### src/sv/skl_pkg.sv
// ----------------------------------------------------------------------------
// Sorted key list package
// Operation codes, cell commands and the control beat shared by the cells.
// ----------------------------------------------------------------------------
package skl_pkg;

    // Width of one stored key.
    localparam int KEY_W = 32;
    // Width of the reported position and count fields.
    localparam int POS_W = 6;
    localparam int CNT_OUT_W = 7;

    // Operation carried by one input beat.
    typedef enum logic [1:0] {
        KIND_CLEAR  = 2'd0,
        KIND_INSERT = 2'd1,
        KIND_SEARCH = 2'd2,
        KIND_DELETE = 2'd3
    } kind_t;

    // Command broadcast along the row of cells.
    typedef enum logic [1:0] {
        OP_HOLD,
        OP_INSERT,
        OP_DELETE
    } cell_op_t;

    // Control group driven from the sequencer into every cell.
    typedef struct packed {
        cell_op_t                 op;
        logic signed [KEY_W-1:0]  key;
    } cell_ctrl_t;

endpackage

### src/sv/skl_cell.sv
// ----------------------------------------------------------------------------
// Sorted key list cell
// Holds one key, compares it with the broadcast key and moves keys between
// neighbours on insert and delete.
// ----------------------------------------------------------------------------
module skl_cell #(
    parameter int IDX   = 0,
    parameter int CNT_W = 7,
    parameter int IDX_W = 6
) (
    input  logic                            clk,
    input  skl_pkg::cell_ctrl_t             ctrl,
    input  logic [CNT_W-1:0]                count,
    input  logic [IDX_W-1:0]                del_pos,
    input  logic signed [skl_pkg::KEY_W-1:0] left_key,
    input  logic                            left_le,
    input  logic                            left_gt,
    input  logic signed [skl_pkg::KEY_W-1:0] right_key,
    output logic signed [skl_pkg::KEY_W-1:0] key_q,
    output logic                            le,
    output logic                            gt,
    output logic                            take
);
    import skl_pkg::*;

    logic signed [KEY_W-1:0] key_reg;
    logic signed [KEY_W-1:0] key_next;
    logic                    valid;

    // The cell holds a live entry when its index lies below the count.
    assign valid = CNT_W'(IDX) < count;

    // Ordering flags against the broadcast key.
    assign le   = valid && (key_reg <= ctrl.key);
    assign gt   = valid && (key_reg > ctrl.key);
    // The new key lands in the first cell that is not at or below it.
    assign take = left_le && !le;

    // Next key: shift right on insert, shift left on delete, else hold.
    always_comb
    begin
        key_next = key_reg;
        case (ctrl.op)
            OP_INSERT:
            begin
                if (left_gt)
                begin
                    key_next = left_key;
                end
                else if (take)
                begin
                    key_next = ctrl.key;
                end
            end
            OP_DELETE:
            begin
                if (valid && (IDX_W'(IDX) >= del_pos))
                begin
                    key_next = right_key;
                end
            end
            default:
            begin
                key_next = key_reg;
            end
        endcase
    end

    // Key storage needs no reset: dead entries are never read.
    always_ff @(posedge clk)
    begin
        key_reg <= key_next;
    end

    assign key_q = key_reg;

endmodule

### config.mk
export PLATFORM = sky130hd
export DESIGN_NAME = skl_cell
export DESIGN_NICKNAME = d
export VERILOG_FILES = /design/src/sv/skl_pkg.sv /design/src/sv/skl_cell.sv
export SDC_FILE = /design/constraint.sdc
export NUM_CORES = 1
export LEC_CHECK = 0
export BUFFER_PORTS_ARGS = -buffer_cell sky130_fd_sc_hd__buf_2
export CAP_MARGIN = 5
export CELL_PAD_IN_SITES_DETAIL_PLACEMENT = 2
export CELL_PAD_IN_SITES_GLOBAL_PLACEMENT = 2
export CORE_UTILIZATION = 26
export DETAILED_ROUTE_END_ITERATION = 8
export PLACE_DENSITY = 0.84
export SLEW_MARGIN = 20
export SYNTH_ARGS = -nofsm -noshare
export SYNTH_HDL_FRONTEND = slang
export SYNTH_SLANG_ARGS = --single-unit
### constraint.sdc
create_clock -name clk -period 5.7 [get_ports clk]
set_clock_uncertainty 0.1 [all_clocks]
set_input_delay 1.14 -clock clk [delete_from_list [all_inputs] [get_ports clk]]
set_output_delay 1.14 -clock clk [all_outputs]
set_load 0.1 [all_outputs]
==> results.md, run 1 <==
* Status: finished, final reports clean
* Yosys top cell area share at between 30% and 40%
* Maxcap violations at 0
* RSZ-0062 raised after global routing: no
* Crit path buffers/inverters at 3
* First-pass GRT wire length at 13.7 mm
* Drt drc at 0
* Max-slew violation count at 0
* CTS buffer count at 5
* Layout cells sized above 1 at a little under two fifths
* Final Critical Period at 4.82 ns
* Total negative slack at 0 ns
* Chip height at around 100 um
* Placer Congestion at 0.772
* Root Driver: clkbuf_8
* Drt pass-1 iters at 4
* Drt wl/cell at 15.6 um
* Top cells by area, synth: edfxtp_1, ha_1, mux2i_1, o21ai_0, nand2_1
* Initial antenna violation count at 0
* Leading area contributor after synthesis: edfxtp_1
* Final Setup Violations at 0
* Vias per inst at 4.72
* GRT Util Overall at 17.3%
* WS Path Type: input pin to output pin
* Worst Setup End Kind: output pin
* Relative slew slack at between 30% and 40%
* Port bufs at 148
* Die ar. at 10200 um2
* Post-synth cell types at 34
* Max reg flops at 32
* Peak VDD IR at around 0.08 mV
* Worst Path Max Fanout at 4
* Sink Count at 32
* Most frequent cells in the layout: buf_2, nand2_1, o21ai_0
* Sequential element share of the synthesized area at between 30% and 40%
* Syn. warnings at 0
* Fillcell total at 1128
* Synthesized cell area at about 2500 um2
* Startpoint Class: input pin
* Number of gates resized after CTS at 0
* Die extent in x at ~100 um
* Hold slack at between 1 and 1.5 ns
* Via count at roughly 2.6k
* Register bit count reported by yosys at 32
* F_max at slightly above 200 MHz
* Tightest Hold Check Type: input pin to flip-flop
* Post-CTS setup buffer count at 0
* Power density cells at ~220 nW/um2
* Tightest Pin Transition at between 1 and 1.5 ns
* Antenna diode count at 0
* Number of hold buffers added after cts at 0
* Synth-to-Final Area Change at 38.0%
* Crit path largest cell delay at about 0.57 ns
* Synth Instances at around 280
* Slowest-stage cell, CP: nor4_1
* Vias in the first global route at about 2.9k
* Hold Fails Final Rpt at 0
* Final #Nets at 570
* DR iter-0 viols at 47
* Post-route ant nets at 0
* Worst-path clk slew at approximately 0.07 ns
* Syn Nets at roughly 420
* Worst-path cell chain: buf_2, inv_1, ha_1, nand4_1, nor4_1, a21boi_0, o31a_1, a2bb2oi_1, a21oi_1, buf_2
* CTS tree: yes
* Largest net degree at the start of global routing at 66
* Synthesized area per cell at slightly above 9 um2
* Row cnt at 35
* Drt total wl at around 8.6 mm
* Most used cell along the critical path: buf_2
* IO Pins at about 150
* LEAKAGE at around 1.8 nW
* DP HPWL at ~7.3 mm
* CP arrival at 3.58 ns
* Commonest non-fill, non-tap cell in the layout: buf_2
* CP delay by family, top: compound AO/OA/AOI/OAI gates
* Clk Latency, worst-skew pair at around 0.28 ns
* Final period util at 84.6%
* CORE AREA at roughly 9400 um2
* CTS H-tree depth at 2
* Initial Util at a little over a quarter
* Total grt overflow at 0
* Worst Path Required at 4.46 ns
* Max Buffers Root-to-Sink at 2
through the flow:
step | instance area, um2 | worst slack (ns) | power, W | util (%) | instances
2_1_floorplan | 2540 | 0.510 | 0.000511 | - | 277
3_3_place_gp | 3440 | 0.945 | 0.000593 | 36.7 | 546
3_5_place_dp | 3440 | 0.907 | 0.000605 | 36.7 | 546
4_1_cts | 3510 | 0.864 | 0.000775 | 37.5 | 553
5_1_grt | 3510 | 0.621 | 0.000803 | 37.5 | 553
6_report | 3510 | 0.880 | 0.000762 | 37.5 | 553
cell families (layout without fill, tap and decap cells):
group	after synthesis	after routing	share of synthesized area [%]
AND/OR/NAND/NOR	71	71	13.1
AO/OA/AOI/OAI	65	65	14.2
buffers and inverters	45	192	6.64
adder cells (fa/ha/maj)	32	32	15.7
multiplexers	32	32	12.6
flip-flops	32	32	37.8
per-layer routing:
layer	global-route usage, %	vias to the layer above	share of wire, %
met3	3.19	7	4.6
met1	18.6	1240	40
met5	0	-	0
li1	-	1291	-
met2	34.4	71	54
met4	4.57	0	1.3
cells in the mapped netlist:
master	count
nand2_1	39
o21ai_0	35
inv_1	34
edfxtp_1	32
ha_1	32
mux2i_1	32
a21oi_1	16
clkbuf_1	9
nand4_1	6
nor2_1	6
nand3_1	5
nor4_1	4
o211ai_1	3
buf_1	2
nor2b_1	2
or4_1	2
a211oi_1	1
a21boi_0	1
a21o_1	1
a21oi_2	1
a221o_1	1
a22oi_1	1
a2bb2oi_1	1
a31oi_1	1
and2_1	1
and4_1	1
nand2b_1	1
nand3b_1	1
nor3_1	1
nor4b_1	1
o21ai_1	1
o22ai_1	1
o31a_1	1
or3_1	1
area by class of cell:
cell class / instances / area (um2) / share of cell area [%]
Multi-Input combinational cell: 200 / 1420 / 40.5
Sequential cell: 32 / 961 / 27.4
Timing Repair Buffer: 151 / 763 / 21.7
Tap cell: 129 / 161 / 4.60
Inverter: 34 / 128 / 3.63
Clock buffer: 5 / 68.8 / 1.96
Clock inverter: 2 / 7.51 / 0.214
worst register-to-register path, delay by kind of cell (launching register included):
family | cells | cell delay [ns]
AO/OA/AOI/OAI | 2 | 0.31
AND/OR/NAND/NOR | 4 | 1.24
adder cells (fa/ha/maj) | 1 | 0.40
buffers and inverters | 1 | 0.25
flip-flops | 1 | 0.40
power breakdown:
group / switching (W) / internal [W] / leakage (nW) / total, W
Combinational: 0.000220 / 0.0000868 / 1.41 / 0.000306
Clock: 0.0000859 / 0.0000807 / 0.0391 / 0.000167
Sequential: 0.00000775 / 0.000281 / 0.298 / 0.000289
Total: 0.000313 / 0.000448 / 1.75 / 0.000762
worst paths after layout:
kind | startpoint | end | slack, ns | cells after the start
worst max-delay path | ctrl[14] | take | 0.88 | 10
worst min-delay path | right_key[8] | key_q[8]$_DFFE_PP_ | 1.04 | 3
worst min register to register | key_q[31]$_DFFE_PP_ | key_q[1]$_DFFE_PP_ | 1.16 | 4
worst max register to register | key_q[31]$_DFFE_PP_ | key_q[21]$_DFFE_PP_ | 2.73 | 8
Note: power is estimated with default switching activity, not from simulation.
==> run 2: changes to the inputs <==
- ABC_AREA: unset -> 1
- CORE_UTILIZATION: 26 -> 20
- PLACE_DENSITY: 0.84 -> 0.72
- clock period: 5.7 -> 4.23 ns (I/O delays scaled with it)
==> run 2 against run 1 <==
  * Sequential share of layout area shrank 1.0 points
  * Sequential power grew 32%
  * Clock power grew 120%
  * Critical path type unchanged
  * Non-clock buffer count is the same
==> results.md, run 2 <==
* Synthesized cell area at 2580 um2 (+1.2%)
* Final period util at 88.7%
* Port bufs at 148 (unchanged)
* Post-route ant nets at 0 (unchanged)
* RR Startpoint: key_q[21]$_DFFE_PP_
* Status: finished, final reports clean
* Yosys top cell area share at 37.3% (-0.46 points)
* CTS tree: yes
* Antenna diode count at 0 (unchanged)
* Compound-Gate Fraction of Synth Area at 11.2% (-3.0 points)
* Post-Synth Adder-Cell Area at 15.5% (-0.19 points)
* Peak VDD IR at 0.151 mV (+90%)
* Initial Util at 20.5% (-6.7 points)
* Syn Nets at 485 (+15%)
* Synth-to-Final Area Change at 41.8%
* Max-slew violation count at 0 (unchanged)
* First-pass GRT wire length at 14.4 mm (+5.6%)
* Die ar. at 13300 um2 (+31%)
* Largest family of logic cells by synthesized area: simple AND/OR/NAND/NOR gates
* Post-synth cell types at 25 (-26%)
* CTS buffer count at 5 (unchanged)
* Vias in the first global route at 3070 (+7.2%)
* Worst Path Max Fanout at 2 (-2)
* Final #Nets at 629 (+10%)
* Syn. warnings at 0 (unchanged)
* Root Driver: clkbuf_16
* Worst Setup End Kind: output pin
* Max reg flops at 32 (unchanged)
* Startpoint Class: input pin
* CORE AREA at 12600 um2 (+34%)
* Leading area contributor after synthesis: edfxtp_1
* Max Buffers Root-to-Sink at 2 (unchanged)
* Largest net degree at the start of global routing at 65 (-1.5%)
* Commonest non-fill, non-tap cell in the layout: buf_2
* Reg2reg setup slack at 1.32 ns (-1.41 ns)
* Top sig layer: met5
* CTS H-tree depth at 2 (unchanged)
* Placer Congestion at 0.691 (-11%)
* Met3 routed WL at 567 um (+42%)
* Top post-synthesis cells by count: nand2_1, nor2_1, inv_1
* CP arrival at 2.81 ns (-0.77 ns)
* Chip height at 115 um (+14%)
* Top cells by area, synth: edfxtp_1, ha_1, nand2_1, a31oi_1, nor2_1
* Vias per inst at 4.41 (-6.6%)
* IO Pins at 149 (unchanged)
* Clk Latency, worst-skew pair at 0.28 ns (about the same)
* LEAKAGE at 1.88 nW (+7.5%)
* Power density cells at 306 nW/um2 (+41%)
* Utilization after layout at 29.1% (-8.4 points)
* Worst-path clk slew at 0.06 ns (about the same)
* Tightest Hold Check Type: input pin to flip-flop
* Layout cells sized above 1 at 35.7% (-1.5 points)
* Die extent in x at 115 um (+14%)
* RSZ-0062 raised after global routing: no
* DR iter-0 viols at 69 (+47%)
* Total negative slack at 0 ns (unchanged)
* Post-Route M1 WL at 3.78 mm (+9.8%)
* DR WL met2 at 4.84 mm (+3.2%)
* Worst Setup EP: take
* Final Setup Violations at 0 (unchanged)
* Worst Path Required at 3.28 ns (-1.18 ns)
* F_max at approximately 270 MHz
* Maxcap violations at 0 (unchanged)
* Sink Count at 32 (unchanged)
* Synth Flop Type: edfxtp_1
* Tightest Pin Transition at 0.653 ns (-0.367 ns)
* Asr flop ratio synth at 0% (unchanged)
* R2R Path End: key_q[2]$_DFFE_PP_
* Relative slew slack at 56.4% (+24 points)
* GRT Util Overall at 14.0% (-3.3 points)
* Post-CTS setup buffer count at 0 (unchanged)
* Via count at 2891 (+11%)
* Sequential element share of the synthesized area at 37.3% (-0.46 points)
* Number of gates resized after CTS at 0 (unchanged)
* Reg2reg path depth at 17 (+9)
* Initial antenna violation count at 1 (+1)
* Row cnt at 41 (+17%)
* Drt drc at 0 (unchanged)
* Most common cell in the netlist: nand2_1
* Register bit count reported by yosys at 32 (unchanged)
* Hold Fails Final Rpt at 0 (unchanged)
* WS Path Type: input pin to output pin
* Synth Instances at 339 (+22%)
* Simple-gate share of the synthesized area at 27.1% (+14 points)
* Most frequent cells in the layout: buf_2, nand2_1, nor2_1
* CP startpoint: ctrl[21]
* Post-Synth XOR/XNOR Area at 0% (unchanged)
* Final Critical Period at around 3.8 ns
* Drt pass-1 iters at 4 (unchanged)
* Post-synth EDFFs at 32 (unchanged)
* Synthesized area per cell at 7.60 um2 (-17%)
* Total grt overflow at 0 (unchanged)
* Overall Power at 0.00112 W (+46%)
* DP HPWL at 7.43 mm (+2.2%)
* Mux cell area share after synthesis at 0% (-13 points)
* Drt total wl at 9.28 mm (+7.4%)
* Number of hold buffers added after cts at 0 (unchanged)
* Drt wl/cell at 14.1 um (-9.5%)
run 2: cell count changes in the layout (fill, tap and decap cells not counted), sizes merged, moves of 10 or more:
cell / previous run / this run
nor2: 6 / 46
inv: 34 / 44
mux2i: 32 / 0
o21ai: 36 / 4
nand2: 39 / 107
a31oi: 1 / 32
run 2: kinds of logic (layout without fill, tap and decap cells):
logic type,after synthesis,count (layout)
fa+ha+maj,32,32
flops,32,32
simple gates,167,167
compound gates,49,49
buf+inv,59,204
run 2: how the worst min path moves through the flow:
stage | slack [ns] | startpoint | end | cells after the start
after global routing | 0.83 | right_key[6] | key_q[6]$_DFFE_PP_ | 3
after floorplan | 1.00 | right_key[0] | key_q[0]$_DFFE_PP_ | 2
after global placement | 1.09 | right_key[23] | key_q[23]$_DFFE_PP_ | 3
final | 0.81 | right_key[19] | key_q[19]$_DFFE_PP_ | 3
after detailed placement | 1.10 | right_key[5] | key_q[5]$_DFFE_PP_ | 3
after CTS | 0.81 | right_key[5] | key_q[5]$_DFFE_PP_ | 3
run 2: routing by layer:
layer	GRT usage, %	vias to the layer above
met5	0	-
met4	2.86	2
met3	3.09	7
met2	27.3	92
met1	15.4	1377
li1	-	1413
run 2: per-stage QoR:
stage	std cells	cell area (um2)	setup WS [ns]	hold WS (ns)
6_report	656	3650	0.478	0.811
5_1_grt	656	3650	0.215	0.829
4_1_cts	656	3650	0.387	0.810
3_5_place_dp	648	3510	0.390	1.10
3_3_place_gp	648	3510	0.456	1.09
2_1_floorplan	339	2580	0.0329	1.00
run 2: cell type report:
| type | count | area (um2) |
|---|---|---|
| clock buffer | 6 | 129 |
| clock inverter | 2 | 11.3 |
| fill | 1511 | 8920 |
| inverter | 45 | 169 |
| multi-input combinational | 248 | 1390 |
| sequential | 32 | 961 |
| tap | 172 | 215 |
| timing repair buffer | 151 | 776 |
run 2: worst max-delay path, cell delays in order:
cell	delay, ns
buf_2	0.09
inv_1	0.04
ha_1	0.31
nand2_1	0.08
inv_1	0.04
o21ai_1	0.16
nand2_1	0.09
nand3_1	0.09
nand2_1	0.06
nor2_1	0.16
nand2_1	0.08
nand2_1	0.07
nand3_2	0.09
nand2_2	0.09
nand2_2	0.06
inv_1	0.05
buf_2	0.41
run 2: power by group:
| group | internal (W) | leakage, nW | switching (W) |
|---|---|---|---|
| clock network | 0.000217 | 0.0645 | 0.000147 |
| registers | 0.000373 | 0.296 | 0.00000849 |
| logic | 0.000106 | 1.52 | 0.000264 |
==> run 3: changes to the inputs <==
- ABC_AREA: 1 -> unset
- CORE_UTILIZATION: 20 -> 22
- PLACE_DENSITY: 0.72 -> 0.75
==> run 3 against run 2 <==
  * Non-clock buffer count up 1
  * Cell area increased by 0.89%
  * Sequential share of layout area is 0.23 points lower
  * Largest power group is now combinational logic
  * Worst hold slack lost 0.065 ns
  * Register-to-register slack worse by 0.09 ns
  * Final cell count down 13%
  * Combinational power rose by 16%
==> results.md, run 3 (synthesis gave the netlist of run 1 again) <==
* CTS tree: yes
* Final WS setup at 0.206 ns (-0.272 ns)
* Via count at 2642 (-8.6%)
* CP delay by family, top: compound AO/OA/AOI/OAI gates
* Maxcap violations at 0 (unchanged)
* Clk Latency, worst-skew pair at 0.28 ns (about the same)
* Post-route ant nets at 0 (unchanged)
* Post-CTS setup buffer count at 0 (unchanged)
* Startpoint Class: input pin
* Commonest non-fill, non-tap cell in the layout: buf_2
* Initial antenna violation count at 2 (+1)
* Max reg flops at 32 (unchanged)
* CTS H-tree depth at 2 (unchanged)
* Relative slew slack at 52.7% (-3.7 points)
* Drt total wl at 8.79 mm (-5.3%)
* Total grt overflow at 0 (unchanged)
* CTS buffer count at 5 (unchanged)
* Tightest Pin Transition at 0.703 ns (+0.0500 ns)
* Root Driver: clkbuf_16
* Final Setup Violations at 0 (unchanged)
* DR iter-0 viols at 40 (-42%)
* Reg2reg path depth at 8 (-9)
* Synth-to-Final Area Change at 44.8%
* Hold Fails Final Rpt at 0 (unchanged)
* Crit path buffers/inverters at 3 (-2)
* Largest net degree at the start of global routing at 65 (unchanged)
* Peak VDD IR at 0.195 mV (+29%)
* Number of hold buffers added after cts at 0 (unchanged)
* Die extent in x at 110 um (-5.1%)
* HP Start: right_key[8]
* Placer Congestion at 0.736 (+6.5%)
* Most frequent cells in the layout: buf_2, nand2_1, o21ai_0
* Worst Setup End Kind: output pin
* Drt drc at 0 (unchanged)
* Fillcell total at 1290 (-15%)
* Number of gates resized after CTS at 0 (unchanged)
* Hold Path Sink: key_q[8]$_DFFE_PP_
* CP arrival at 3.08 ns (+0.27 ns)
* Setup WS pre-CTS at 0.102 ns (-0.288 ns)
* CORE AREA at 11000 um2 (-12%)
* Die ar. at 12000 um2 (-10%)
* R2R Path End: key_q[13]$_DFFE_PP_
* Vias in the first global route at 2894 (-5.7%)
* Crit path largest cell delay at 0.50 ns (+0.09 ns)
* Port bufs at 148 (unchanged)
* Row cnt at 38 (-7.3%)
* Initial Util at 23.1% (+2.6 points)
* Tightest Hold Check Type: input pin to flip-flop
* Max Buffers Root-to-Sink at 2 (unchanged)
* Final Critical Period at 4.02 ns (+0.272 ns)
* Drt wl/cell at 15.5 um (+9.4%)
* Worst Path Max Fanout at 4 (+2)
* Total negative slack at 0 ns (unchanged)
* Reg2reg setup slack at 1.23 ns (-0.09 ns)
* First-pass GRT wire length at 13.9 mm (-3.7%)
* RSZ-0062 raised after global routing: no
* Sink Count at 32 (unchanged)
* Max-slew violation count at 0 (unchanged)
* GRT Util Overall at 15.1% (+1.1 points)
* Worst Path Required at 3.28 ns (about the same)
* IO Pins at 149 (unchanged)
* Drt pass-1 iters at 4 (unchanged)
* Final period util at 95.1% (+6.4 points)
* Status: finished, final reports clean
* Vias per inst at 4.65 (+5.5%)
* Worst-path cell chain: buf_2, inv_1, ha_1, a21oi_1, o21ai_0, a221o_1, o31a_1, or4_1, o21ai_2, buf_12
* Chip height at 110 um (-5.1%)
* Layout cells sized above 1 at 38.5% (+2.8 points)
* Slowest-stage cell, CP: or4_1
* Worst-path clk slew at 0.06 ns (about the same)
* DP HPWL at 7.25 mm (-2.4%)
* WS Path Type: input pin to output pin
* RR Startpoint: key_q[14]$_DFFE_PP_
* Power density cells at 335 nW/um2 (+9.6%)
* Final #Nets at 571 (-9.2%)
* Hold Path Depth at 3 (unchanged)
* F_max at 249 MHz (-6.8%)
* CP startpoint: ctrl[7]
* LEAKAGE at 1.81 nW (-3.6%)
[run 3: area by class of cell]
class	instances	area, um2	share of cell area, %
antenna	2	5.00	0.136
clock buffer	6	129	3.50
clock inverter	2	35.0	0.951
inverter	34	128	3.46
multi-input combinational	200	1440	39.0
sequential	32	961	26.1
tap	140	175	4.75
timing repair buffer	152	816	22.1
[run 3: worst max-delay path by stage]
stage | endpoint | cells after the start
2_1_floorplan | take | 7
3_3_place_gp | gt | 10
3_5_place_dp | take | 10
4_1_cts | take | 10
6_report | gt | 10
5_1_grt | take | 10
[run 3: routing by layer]
metal	GRT usage [%]	vias up	wire length (um)
met5	0	-	0
met4	5.71	0	163
met3	2.85	10	506
met2	28.5	84	4490
met1	16.7	1252	3630
li1	-	1296	-
[run 3: power breakdown]
| part | total, W | leakage [nW] | switching (W) | internal, W |
|---|---|---|---|---|
| clock | 0.000413 | 0.0809 | 0.000136 | 0.000277 |
| combinational | 0.000432 | 1.43 | 0.000300 | 0.000131 |
| sequential | 0.000390 | 0.298 | 0.0000103 | 0.000379 |
| total | 0.00123 | 1.81 | 0.000446 | 0.000788 |
[run 3: tightest hold or removal path, stage by stage]
cell and delay, ns:
buf_2 0.07, nand2_1 0.03, o21ai_0 0.06
[run 3: metrics by stage]
step	total power (W)	hold slack [ns]	instances	cell area (um2)	utilization [%]
after floorplan	0.000691	0.933	277	2550	-
after global placement	0.000819	1.02	558	3510	31.8
after detailed placement	0.000834	1.03	558	3510	31.8
after CTS	0.00125	0.746	566	3670	33.3
after global routing	0.00129	0.752	568	3680	33.4
final	0.00123	0.747	568	3680	33.4
